[src/hw/rtl/bsr_pkg.sv]
`default_nettype none
// ----------------------------------------------------------------------------
// bsr_pkg
// shared types and constants of the byte stack with rotate
// ----------------------------------------------------------------------------
package bsr_pkg;

  localparam int unsigned MaxResults = 64;   // longest print burst
  localparam int unsigned CapW       = 7;
  localparam int unsigned ValW       = 8;
  localparam logic [CapW-1:0] CapReset = 7'd64;

  typedef enum logic [2:0] {
    OP_PUSH    = 3'd0,
    OP_POP     = 3'd1,
    OP_PEEK    = 3'd2,
    OP_DUP     = 3'd3,
    OP_ROT_UP  = 3'd4,
    OP_ROT_DN  = 3'd5,
    OP_PRINT   = 3'd6
  } op_t;

  typedef enum logic [1:0] {
    ST_OK      = 2'd0,
    ST_FULL    = 2'd1,
    ST_EMPTY   = 2'd2,
    ST_REFUSED = 2'd3
  } status_t;

  typedef enum logic [2:0] {
    S_IDLE,
    S_EXEC,
    S_ROT_UP,
    S_ROT_DN,
    S_ROT_FIN,
    S_PRINT
  } state_t;

  typedef struct packed {
    logic [ValW-1:0] value;
    logic            has_value;
    status_t         status;
    logic            last;
  } res_t;

endpackage
`default_nettype wire

[src/hw/rtl/bsr_if.sv]
`default_nettype none
// ----------------------------------------------------------------------------
// bsr_in_if / bsr_out_if
// valid/ready channels for command items and result items
// ----------------------------------------------------------------------------
interface bsr_in_if;
  logic       valid;
  logic       ready;
  logic [2:0] operation;
  logic [7:0] push_value;
  logic [6:0] rotate_count;

  modport source (output valid, output operation, output push_value,
                  output rotate_count, input ready);
  modport sink   (input valid, input operation, input push_value,
                  input rotate_count, output ready);
endinterface

interface bsr_out_if;
  logic       valid;
  logic       ready;
  logic [7:0] out_value;
  logic       has_value;
  logic [1:0] status;
  logic       last;

  modport source (output valid, output out_value, output has_value,
                  output status, output last, input ready);
  modport sink   (input valid, input out_value, input has_value,
                  input status, input last, output ready);
endinterface
`default_nettype wire

[src/hw/rtl/byte_stack_with_rotate.sv]
`default_nettype none
// ----------------------------------------------------------------------------
// byte_stack_with_rotate
// byte stack with push, pop, peek, dup, rotate up/down and print
// ----------------------------------------------------------------------------
// usage
//   in_ch  : command items (operation, push_value, rotate_count), valid/ready
//   out_ch : result items (out_value, has_value, status, last), valid/ready
//   cfg_we / cfg_wdata : write of the capacity register, only while idle
// timing
//   one command at a time; a single-step result passes S_EXEC and the output register before out_ch
//   push, pop, peek, dup and refused or trivial rotates: S_IDLE, then S_EXEC
//   rotate of depth r: S_EXEC, S_ROT_UP or S_ROT_DN, S_ROT_FIN; one store read and write per element
//   print of n elements: one element per cycle from the store while the receiver takes them
//   the single read port of the store sets this order of steps
// reset
//   stack empty, capacity 64; store contents are undefined and never used
//   before written, so there is no clearing pass
// stalls
//   results sit in an output register; a stalled receiver holds the
//   sequencer, and a new item is taken once its last result is registered
// ----------------------------------------------------------------------------
module byte_stack_with_rotate #(
  parameter int unsigned DEPTH = 64
) (
  input  wire logic                     clk,
  input  wire logic                     rst_n,
  input  wire logic                     cfg_we,
  input  wire logic [bsr_pkg::CapW-1:0] cfg_wdata,
  bsr_in_if.sink                        in_ch,
  bsr_out_if.source                     out_ch
);
  import bsr_pkg::*;

  // only the first min(DEPTH, MaxResults) entries can ever be filled
  localparam int unsigned StoreDepth = (DEPTH < MaxResults) ? DEPTH : MaxResults;
  localparam int unsigned AddrW      = $clog2(StoreDepth);
  localparam int unsigned CntW       = $clog2(StoreDepth + 1);

  logic [CapW-1:0]  capacity_r, capacity_nxt;
  logic [CntW-1:0]  limit;

  logic             emit_valid, emit_ready;
  res_t             emit_res;
  logic             out_valid_r, out_valid_nxt;
  res_t             res_r, res_nxt;

  logic             mem_we, mem_re;
  logic [AddrW-1:0] mem_waddr, mem_raddr;
  logic [ValW-1:0]  mem_wdata, mem_rdata;

  // capacity register
  assign capacity_nxt = cfg_we ? cfg_wdata : capacity_r;

  always_ff @(posedge clk) begin
    if (!rst_n) begin
      capacity_r <= CapReset;
    end else begin
      capacity_r <= capacity_nxt;
    end
  end

  // usable limit: capacity saturated at the store depth
  assign limit = (capacity_r > CapW'(StoreDepth)) ? CntW'(StoreDepth)
                                                  : CntW'(capacity_r);

  bsr_mem #(
    .Entries (StoreDepth),
    .AddrW   (AddrW)
  ) u_mem (
    .clk   (clk),
    .we    (mem_we),
    .waddr (mem_waddr),
    .wdata (mem_wdata),
    .re    (mem_re),
    .raddr (mem_raddr),
    .rdata (mem_rdata)
  );

  bsr_ctrl #(
    .StoreDepth (StoreDepth),
    .AddrW      (AddrW),
    .CntW       (CntW)
  ) u_ctrl (
    .clk        (clk),
    .rst_n      (rst_n),
    .limit      (limit),
    .in_ch      (in_ch),
    .emit_valid (emit_valid),
    .emit_ready (emit_ready),
    .emit_res   (emit_res),
    .mem_we     (mem_we),
    .mem_waddr  (mem_waddr),
    .mem_wdata  (mem_wdata),
    .mem_re     (mem_re),
    .mem_raddr  (mem_raddr),
    .mem_rdata  (mem_rdata)
  );

  // output register: refilled in the cycle the receiver takes the item
  assign emit_ready    = !out_valid_r || out_ch.ready;
  assign out_valid_nxt = (emit_valid && emit_ready) || (out_valid_r && !out_ch.ready);
  assign res_nxt       = (emit_valid && emit_ready) ? emit_res : res_r;

  always_ff @(posedge clk) begin
    if (!rst_n) begin
      out_valid_r <= 1'b0;
    end else begin
      out_valid_r <= out_valid_nxt;
    end
  end

  always_ff @(posedge clk) begin
    res_r <= res_nxt;
  end

  assign out_ch.valid     = out_valid_r;
  assign out_ch.out_value = res_r.value;
  assign out_ch.has_value = res_r.has_value;
  assign out_ch.status    = res_r.status;
  assign out_ch.last      = res_r.last;

`ifndef SYNTH
  a_limit_bound: assert property (@(posedge clk) disable iff (!rst_n)
    (limit <= CntW'(StoreDepth)) && (CapW'(limit) <= capacity_r))
    else $error("limit out of range");

  a_no_result_overwrite: assert property (@(posedge clk) disable iff (!rst_n)
    (out_valid_r && !out_ch.ready) |-> !emit_ready)
    else $error("pending result could be overwritten");

  a_no_accept_while_busy: assert property (@(posedge clk) disable iff (!rst_n)
    (in_ch.valid && in_ch.ready) |=> !in_ch.ready)
    else $error("second item taken before the first finished");
`endif

endmodule
`default_nettype wire

[src/hw/rtl/bsr_mem.sv]
`default_nettype none
// ----------------------------------------------------------------------------
// bsr_mem
// stack storage, one write port and one read port with registered data
// ----------------------------------------------------------------------------
module bsr_mem #(
  parameter int unsigned Entries = 64,
  parameter int unsigned AddrW   = 6
) (
  input  wire logic                    clk,
  input  wire logic                    we,
  input  wire logic [AddrW-1:0]        waddr,
  input  wire logic [bsr_pkg::ValW-1:0] wdata,
  input  wire logic                    re,
  input  wire logic [AddrW-1:0]        raddr,
  output      logic [bsr_pkg::ValW-1:0] rdata
);
  import bsr_pkg::*;

  logic [ValW-1:0] mem [Entries];
  logic [ValW-1:0] rdata_r;

  always_ff @(posedge clk) begin
    if (we) begin
      mem[waddr] <= wdata;
    end
  end

  always_ff @(posedge clk) begin
    if (re) begin
      rdata_r <= mem[raddr];
    end
  end

  assign rdata = rdata_r;

endmodule
`default_nettype wire

[src/hw/rtl/bsr_ctrl.sv]
`default_nettype none
// ----------------------------------------------------------------------------
// bsr_ctrl
// command sequencer: reads the store, moves elements and issues results
// ----------------------------------------------------------------------------
module bsr_ctrl #(
  parameter int unsigned StoreDepth = 64,
  parameter int unsigned AddrW      = 6,
  parameter int unsigned CntW       = 7
) (
  input  wire logic                     clk,
  input  wire logic                     rst_n,
  input  wire logic [CntW-1:0]          limit,
  bsr_in_if.sink                        in_ch,
  output      logic                     emit_valid,
  input  wire logic                     emit_ready,
  output      bsr_pkg::res_t            emit_res,
  output      logic                     mem_we,
  output      logic [AddrW-1:0]         mem_waddr,
  output      logic [bsr_pkg::ValW-1:0] mem_wdata,
  output      logic                     mem_re,
  output      logic [AddrW-1:0]         mem_raddr,
  input  wire logic [bsr_pkg::ValW-1:0] mem_rdata
);
  import bsr_pkg::*;

  state_t            state_r, state_nxt;
  logic [CntW-1:0]   count_r, count_nxt;
  op_t               op_r, op_nxt;
  logic [ValW-1:0]   pv_r, pv_nxt;
  logic [CapW-1:0]   rc_r, rc_nxt;
  logic [AddrW-1:0]  idx_r, idx_nxt;
  logic [ValW-1:0]   tmp_r, tmp_nxt;

  logic [CapW-1:0]   count_ext;
  logic [AddrW-1:0]  base;
  logic [AddrW-1:0]  top_addr;
  logic              full, empty, r_bad, r_small, emit_hs;

  assign count_ext = CapW'(count_r);
  assign base      = AddrW'(count_ext - rc_r);
  assign top_addr  = AddrW'(count_r - CntW'(1));
  assign full      = (count_r >= limit);
  assign empty     = (count_r == '0);
  assign r_bad     = (rc_r > count_ext);
  assign r_small   = (rc_r < CapW'(2));
  assign emit_hs   = emit_valid && emit_ready;

  always_ff @(posedge clk) begin
    if (!rst_n) begin
      state_r <= S_IDLE;
      count_r <= '0;
    end else begin
      state_r <= state_nxt;
      count_r <= count_nxt;
    end
  end

  always_ff @(posedge clk) begin
    op_r  <= op_nxt;
    pv_r  <= pv_nxt;
    rc_r  <= rc_nxt;
    idx_r <= idx_nxt;
    tmp_r <= tmp_nxt;
  end

  always_comb begin
    state_nxt   = state_r;
    count_nxt   = count_r;
    op_nxt      = op_r;
    pv_nxt      = pv_r;
    rc_nxt      = rc_r;
    idx_nxt     = idx_r;
    tmp_nxt     = tmp_r;
    in_ch.ready = 1'b0;
    emit_valid  = 1'b0;
    emit_res    = '{value: '0, has_value: 1'b0, status: ST_OK, last: 1'b1};
    mem_we      = 1'b0;
    mem_waddr   = count_r[AddrW-1:0];
    mem_wdata   = pv_r;
    mem_re      = 1'b0;
    mem_raddr   = top_addr;

    case (state_r)
      S_IDLE: begin
        in_ch.ready = 1'b1;
        // fetch the element the command needs first: top, or depth r
        mem_re = in_ch.valid;
        if (op_t'(in_ch.operation) == OP_ROT_DN) begin
          mem_raddr = AddrW'(count_ext - in_ch.rotate_count);
        end
        if (in_ch.valid) begin
          op_nxt    = op_t'(in_ch.operation);
          pv_nxt    = in_ch.push_value;
          rc_nxt    = in_ch.rotate_count;
          state_nxt = S_EXEC;
        end
      end

      S_EXEC: begin
        emit_valid = 1'b1;
        case (op_r)
          OP_PUSH: begin
            if (full) begin
              emit_res.status = ST_FULL;
            end else begin
              mem_we = 1'b1;
              if (emit_hs) count_nxt = count_r + CntW'(1);
            end
          end
          OP_POP, OP_PEEK: begin
            if (empty) begin
              emit_res.status = ST_EMPTY;
            end else begin
              emit_res.value     = mem_rdata;
              emit_res.has_value = 1'b1;
              if (emit_hs && op_r == OP_POP) count_nxt = count_r - CntW'(1);
            end
          end
          OP_DUP: begin
            if (empty) begin
              emit_res.status = ST_EMPTY;
            end else if (full) begin
              emit_res.status = ST_FULL;
            end else begin
              mem_we    = 1'b1;
              mem_wdata = mem_rdata;
              if (emit_hs) count_nxt = count_r + CntW'(1);
            end
          end
          OP_ROT_UP, OP_ROT_DN: begin
            if (r_bad) begin
              emit_res.status = ST_REFUSED;
            end else if (!r_small) begin
              emit_valid = 1'b0;
              tmp_nxt    = mem_rdata;
              mem_re     = 1'b1;
              if (op_r == OP_ROT_UP) begin
                mem_raddr = AddrW'(count_r - CntW'(2));
                state_nxt = S_ROT_UP;
              end else begin
                mem_raddr = base + AddrW'(1);
                state_nxt = S_ROT_DN;
              end
              idx_nxt = mem_raddr;
            end
          end
          OP_PRINT: begin
            if (empty) begin
              emit_res.status = ST_EMPTY;
            end else begin
              emit_valid = 1'b0;
              idx_nxt    = top_addr;
              state_nxt  = S_PRINT;
            end
          end
          default: ;
        endcase
        if (emit_hs) state_nxt = S_IDLE;
      end

      S_ROT_UP: begin
        // shift one element up while the next lower one is read
        mem_we    = 1'b1;
        mem_waddr = idx_r + AddrW'(1);
        mem_wdata = mem_rdata;
        if (idx_r == base) begin
          state_nxt = S_ROT_FIN;
        end else begin
          mem_re    = 1'b1;
          mem_raddr = idx_r - AddrW'(1);
          idx_nxt   = mem_raddr;
        end
      end

      S_ROT_DN: begin
        mem_we    = 1'b1;
        mem_waddr = idx_r - AddrW'(1);
        mem_wdata = mem_rdata;
        if (idx_r == top_addr) begin
          state_nxt = S_ROT_FIN;
        end else begin
          mem_re    = 1'b1;
          mem_raddr = idx_r + AddrW'(1);
          idx_nxt   = mem_raddr;
        end
      end

      S_ROT_FIN: begin
        // drop the saved element into its slot, rewritten while stalled
        mem_we     = 1'b1;
        mem_waddr  = idx_r;
        mem_wdata  = tmp_r;
        emit_valid = 1'b1;
        if (emit_hs) state_nxt = S_IDLE;
      end

      S_PRINT: begin
        emit_valid         = 1'b1;
        emit_res.value     = mem_rdata;
        emit_res.has_value = 1'b1;
        emit_res.last      = (idx_r == '0);
        if (emit_hs) begin
          if (idx_r == '0) begin
            state_nxt = S_IDLE;
          end else begin
            mem_re    = 1'b1;
            mem_raddr = idx_r - AddrW'(1);
            idx_nxt   = mem_raddr;
          end
        end
      end

      default: state_nxt = S_IDLE;
    endcase
  end

`ifndef SYNTH
  a_no_rw_same_entry: assert property (@(posedge clk) disable iff (!rst_n)
    (mem_we && mem_re) |-> (mem_waddr != mem_raddr))
    else $error("store read and write hit the same entry");

  a_count_bound: assert property (@(posedge clk) disable iff (!rst_n)
    count_r <= CntW'(StoreDepth))
    else $error("element count above store depth");

  a_no_emit_while_idle: assert property (@(posedge clk) disable iff (!rst_n)
    in_ch.ready |-> !emit_valid)
    else $error("result issued while taking a new item");

  a_value_zero: assert property (@(posedge clk) disable iff (!rst_n)
    (emit_valid && !emit_res.has_value) |-> (emit_res.value == '0))
    else $error("value set on a result without element");

  a_count_only_in_exec: assert property (@(posedge clk) disable iff (!rst_n)
    (state_r != S_EXEC) |=> $stable(count_r))
    else $error("element count moved outside command execution");
`endif

endmodule
`default_nettype wire

[src/flat_wrapper.sv]
// flat-port wrapper written by rule: the top's interface ports become plain ports
module byte_stack_with_rotate_flat import bsr_pkg::*;
#(
  parameter int unsigned DEPTH = 64
)
  (clk, rst_n, cfg_we, cfg_wdata, in_ch_valid, in_ch_operation, in_ch_push_value, in_ch_rotate_count, in_ch_ready, out_ch_valid, out_ch_out_value, out_ch_has_value, out_ch_status, out_ch_last, out_ch_ready);
  bsr_in_if in_ch_i ();
  bsr_out_if out_ch_i ();
  input  wire logic clk;
  input  wire logic rst_n;
  input  wire logic cfg_we;
  input  wire logic [bsr_pkg::CapW-1:0] cfg_wdata;
  input wire logic [$bits(in_ch_i.valid)-1:0] in_ch_valid;
  input wire logic [$bits(in_ch_i.operation)-1:0] in_ch_operation;
  input wire logic [$bits(in_ch_i.push_value)-1:0] in_ch_push_value;
  input wire logic [$bits(in_ch_i.rotate_count)-1:0] in_ch_rotate_count;
  output wire logic [$bits(in_ch_i.ready)-1:0] in_ch_ready;
  output wire logic [$bits(out_ch_i.valid)-1:0] out_ch_valid;
  output wire logic [$bits(out_ch_i.out_value)-1:0] out_ch_out_value;
  output wire logic [$bits(out_ch_i.has_value)-1:0] out_ch_has_value;
  output wire logic [$bits(out_ch_i.status)-1:0] out_ch_status;
  output wire logic [$bits(out_ch_i.last)-1:0] out_ch_last;
  input wire logic [$bits(out_ch_i.ready)-1:0] out_ch_ready;
  assign in_ch_i.valid = in_ch_valid;
  assign in_ch_i.operation = in_ch_operation;
  assign in_ch_i.push_value = in_ch_push_value;
  assign in_ch_i.rotate_count = in_ch_rotate_count;
  assign in_ch_ready = in_ch_i.ready;
  assign out_ch_valid = out_ch_i.valid;
  assign out_ch_out_value = out_ch_i.out_value;
  assign out_ch_has_value = out_ch_i.has_value;
  assign out_ch_status = out_ch_i.status;
  assign out_ch_last = out_ch_i.last;
  assign out_ch_i.ready = out_ch_ready;
  byte_stack_with_rotate #(.DEPTH(DEPTH)) u_core (.clk(clk), .rst_n(rst_n), .cfg_we(cfg_we), .cfg_wdata(cfg_wdata), .in_ch(in_ch_i), .out_ch(out_ch_i));
endmodule
[config.mk]
export PLATFORM = sky130hd
export DESIGN_NAME = byte_stack_with_rotate_flat
export DESIGN_NICKNAME = d
export VERILOG_FILES = /design/src/hw/rtl/bsr_pkg.sv /design/src/hw/rtl/bsr_if.sv /design/src/hw/rtl/byte_stack_with_rotate.sv /design/src/hw/rtl/bsr_mem.sv /design/src/hw/rtl/bsr_ctrl.sv /design/src/flat_wrapper.sv
export SDC_FILE = /design/constraint.sdc
export NUM_CORES = 1
export LEC_CHECK = 0
export BUFFER_PORTS_ARGS = -buffer_cell sky130_fd_sc_hd__buf_2
export CORE_MARGIN = 2
export CORE_UTILIZATION = 60
export CTS_CLUSTER_SIZE = 14
export DETAILED_ROUTE_END_ITERATION = 12
export HOLD_SLACK_MARGIN = 0.08
export PLACE_DENSITY = 0.77
export SLEW_MARGIN = 20
export SYNTH_ARGS = -nofsm -noshare
export SYNTH_HDL_FRONTEND = slang
export SYNTH_HIERARCHICAL = 1
export SYNTH_SLANG_ARGS = --single-unit
[constraint.sdc]
create_clock -name clk -period 14.3 [get_ports clk]
set_input_delay 2.86 -clock clk [delete_from_list [all_inputs] [get_ports clk]]
set_output_delay 2.86 -clock clk [all_outputs]
set_load 0.02 [all_outputs]
==> impl_metrics.toml <==
[power_and_ir_drop]
peakVddDrop_mv = 0.1199
power_frac_clock_pct = 33.5
p_sw_w = 0.001251
p_int_w = 0.003164
leakagePower_nw = 9.208
power_density_nw_per_um2 = 158.4
total_power_w = 0.004415
switching_share_pct = 28.33
comb_power_share_pct = 21.3
seq_power_share_pct = 45.2

[run_status]
outcome = "complete, no violations"

[critical_path]
start_kind = "flip-flop"
crit_slowest_cell = "o21ai_4"
path_cells = "inv_1 > ha_1 > a21boi_0 > xnor2_1 > xnor2_1 > and4_4 > mux2i_1 > a221o_1 > o21ai_4 > buf_4 > buf_4 > mux4_2 > nor2b_1 > a2111oi_0 > nor3_1 > a22o_1"
path_delay_family = "compound AO/OA/AOI/OAI gates"
slowest_delay_ps = 820
path_buf_inv = 3
end_kind = "flip-flop"
arrival_ps = 7450
path_max_fanout = 56
worstSetupPathType = "reg -> reg"
required_ps = 14690

[floorplan]
die_height_um = 209.9
fp.dieArea_sq_um = 44050
die_x_um = 209.9
initial_core_util_pct = 60.77
rows = 75
coreArea_sq_um = 41850
io_pins = 44

[global_routing]
grt_max_degree = 65
grt_pass1_vias = 14139
grt_usage_pct = 28.63
grtUsageMet2_pct = 45.08
grt_pass1_wl_mm = 91.92
grt.busiest_layer = "met2"
grt.met3_usage_pct = 6.015
grtUsageMet1_pct = 40.66
antenna_found_initial = 0
grt.overflow.total = 0

[yosys]
syn_nets = 1592
synth_flop_cell = "edfxtp_1"
async_flop_share_pct = 0
yosysWarnings = 6
synth_area_sq_um = 25430
postSynthCellCount = 1526
synth-seq-cells = 582
ys_seq_area_share_pct = 68.01
synth_cell_types = 87
synth_edf_count = 564
post_synth.cell_area_avg_sq_um = 16.67

[finish]
diodes = 0
finalInstanceArea_sq_um = 27870
layout-drive-gt1-share_pct = 20.06
area_delta_synth_final_pct = 9.589
nets = 1624

[sta]
final_hold_viol_count = 0
final_max_slew_viol_count = 0
fin_skew_ps = 37.12
rsz0062_at_grt = "no"
min_period_over_period_pct = 49.33
relSlewSlack_pct = 31.14
fmax_ghz = 0.1418
worst_pin_slew_ps = 1029
final.setup.tns_ps = 0
period_needed_ps = 7054
setup_violations = 0

[clock_tree]
ctsHtreeMaxLevel = 2
post_cts_buffers = 0
clkLatencyLatePin_ps = 640
cts_resized = 0
path_clk_slew_ps = 60
numClockSinks = 582
cts_hold_buf = 0
cts_buffer_depth = 3
cts_tree = "yes"
cts_buffers = 56
clockRootBuffer = "clkbuf_16"

[placement]
gp_congestion = 0.9006
dpl-instance-area_sq_um = 25970
dpl.hpwl_mm = 39.01
io_buffers = 43

[flow_run]
cap_violations = 0

[route]
drc_errors = 0
wl_per_cell_um = 28.96
wl_mm = 61.95
antenna_violating_nets_post_route = 0
num_vias = 14520
drt_iter0_markers = 1873
firstDrtPassIters = 5
via_per_inst = 6.788

[hold_path]
hold_class = "reg -> reg"
==> kinds of logic after synthesis <==
| family | Yosys count | share of synthesized area, % |
|---|---|---|
| buffers and inverters | 124 | 2.632 |
| and+or+nand+nor | 347 | 6.656 |
| DFF | 582 | 68.01 |
| xor gates and xnor gates | 46 | 1.909 |
| muxes | 157 | 12.29 |
| adders and majority gates | 36 | 1.830 |
| AOI/OAI and AO/OA | 234 | 6.666 |
==> path summary, 6_finish.rpt <==
| check | endpoint | depth (start not counted) | slack (ps) | start |
|---|---|---|---|---|
| max reg2reg | u_core/u_mem/rdata[0] | 16 | 7250 | u_core/u_ctrl/count_ext[2] |
| min | u_core/capacity_r[2] | 2 | 510 | u_core/capacity_r[2] |
| max | u_core/u_mem/rdata[0] | 16 | 7250 | u_core/u_ctrl/count_ext[2] |
| min reg2reg | u_core/capacity_r[2] | 2 | 510 | u_core/capacity_r[2] |
==> cell usage after synthesis (all sizes together) (16+ instances only) <==
| library cell | instances | share of area, % |
|---|---|---|
| a21o | 16 | 0.47 |
| a21oi | 39 | 0.78 |
| and2 | 16 | 0.40 |
| buf | 45 | 1.3 |
| clkbuf | 45 | 0.83 |
| dfxtp | 18 | 1.4 |
| edfxtp | 564 | 67 |
| ha | 34 | 1.7 |
| inv | 31 | 0.46 |
| mux2i | 30 | 1.2 |
| mux4 | 124 | 11 |
| nand2 | 66 | 0.97 |
| nand3 | 31 | 0.61 |
| nor2 | 122 | 1.8 |
| nor2b | 27 | 0.66 |
| o21ai | 32 | 0.63 |
| o22ai | 27 | 0.66 |
| xnor2 | 30 | 1.0 |
==> cell usage in the layout, fill, tap and decap left out, types with 27 or more instances in the layout <==
master,instances
a21oi_1,38
buf_2,45
clkbuf_16,56
edfxtp_1,564
ha_1,34
inv_1,31
mux2i_1,30
mux4_2,124
nand2_1,66
nand3_1,31
nor2_1,120
nor2b_1,27
o21ai_0,30
o22ai_1,27
xnor2_1,30
==> per-layer routing <==
metal	wire (um)	vias up
met5	0	-
met4	1993	0
met3	5950	152
met2	29290	860
met1	24720	7399
li1	-	6109
==> power groups by stage <==
stage	combinational [W]	sequential, W	clock, W
after floorplan	0.000667	0.00201	0
after global placement	0.000903	0.00203	0
after detailed placement	0.000918	0.00203	0
after CTS	0.000928	0.00200	0.00150
after global routing	0.000991	0.00200	0.00156
final	0.000939	0.00200	0.00148
==> stage by stage <==
stage	hold WS, ps	cells	util, %	setup WS, ps
floorplan	441.5	1526	-	8536
global placement	488.8	2037	62.05	6761
detailed placement	503.5	2038	62.06	6757
CTS	518.2	2138	66.46	7334
global route	548.4	2139	66.59	7001
finish	510.3	2139	66.59	7246
==> worst min-delay path: stages (launching register included) <==
cell and delay, ps:
dfxtp_1 320, mux2i_1 60, nor2b_1 90
==> registers in the layout, summed over array words and instances, names as in the netlist, 7 cells and up <==
signal	count
u_core/u_mem/mem	512
u_core/out_ch.out_value	8
u_core/u_ctrl/pv_r	8
u_core/u_ctrl/tmp_r	8
u_core/u_mem/rdata	8
u_core/capacity_r	7
u_core/u_ctrl/count_ext	7
u_core/u_ctrl/rc_r	7
==> final cells by class <==
type / count / area (sq um)
Sequential cell: 582 / 17300
Fill cell: 2772 / 13980
Multi-Input combinational cell: 820 / 7564
Clock buffer: 65 / 1435
Tap cell: 539 / 674.4
Clock inverter: 35 / 405.4
Timing Repair Buffer: 64 / 367.9
Inverter: 34 / 127.6
Note: power is estimated with default switching activity, not from simulation.
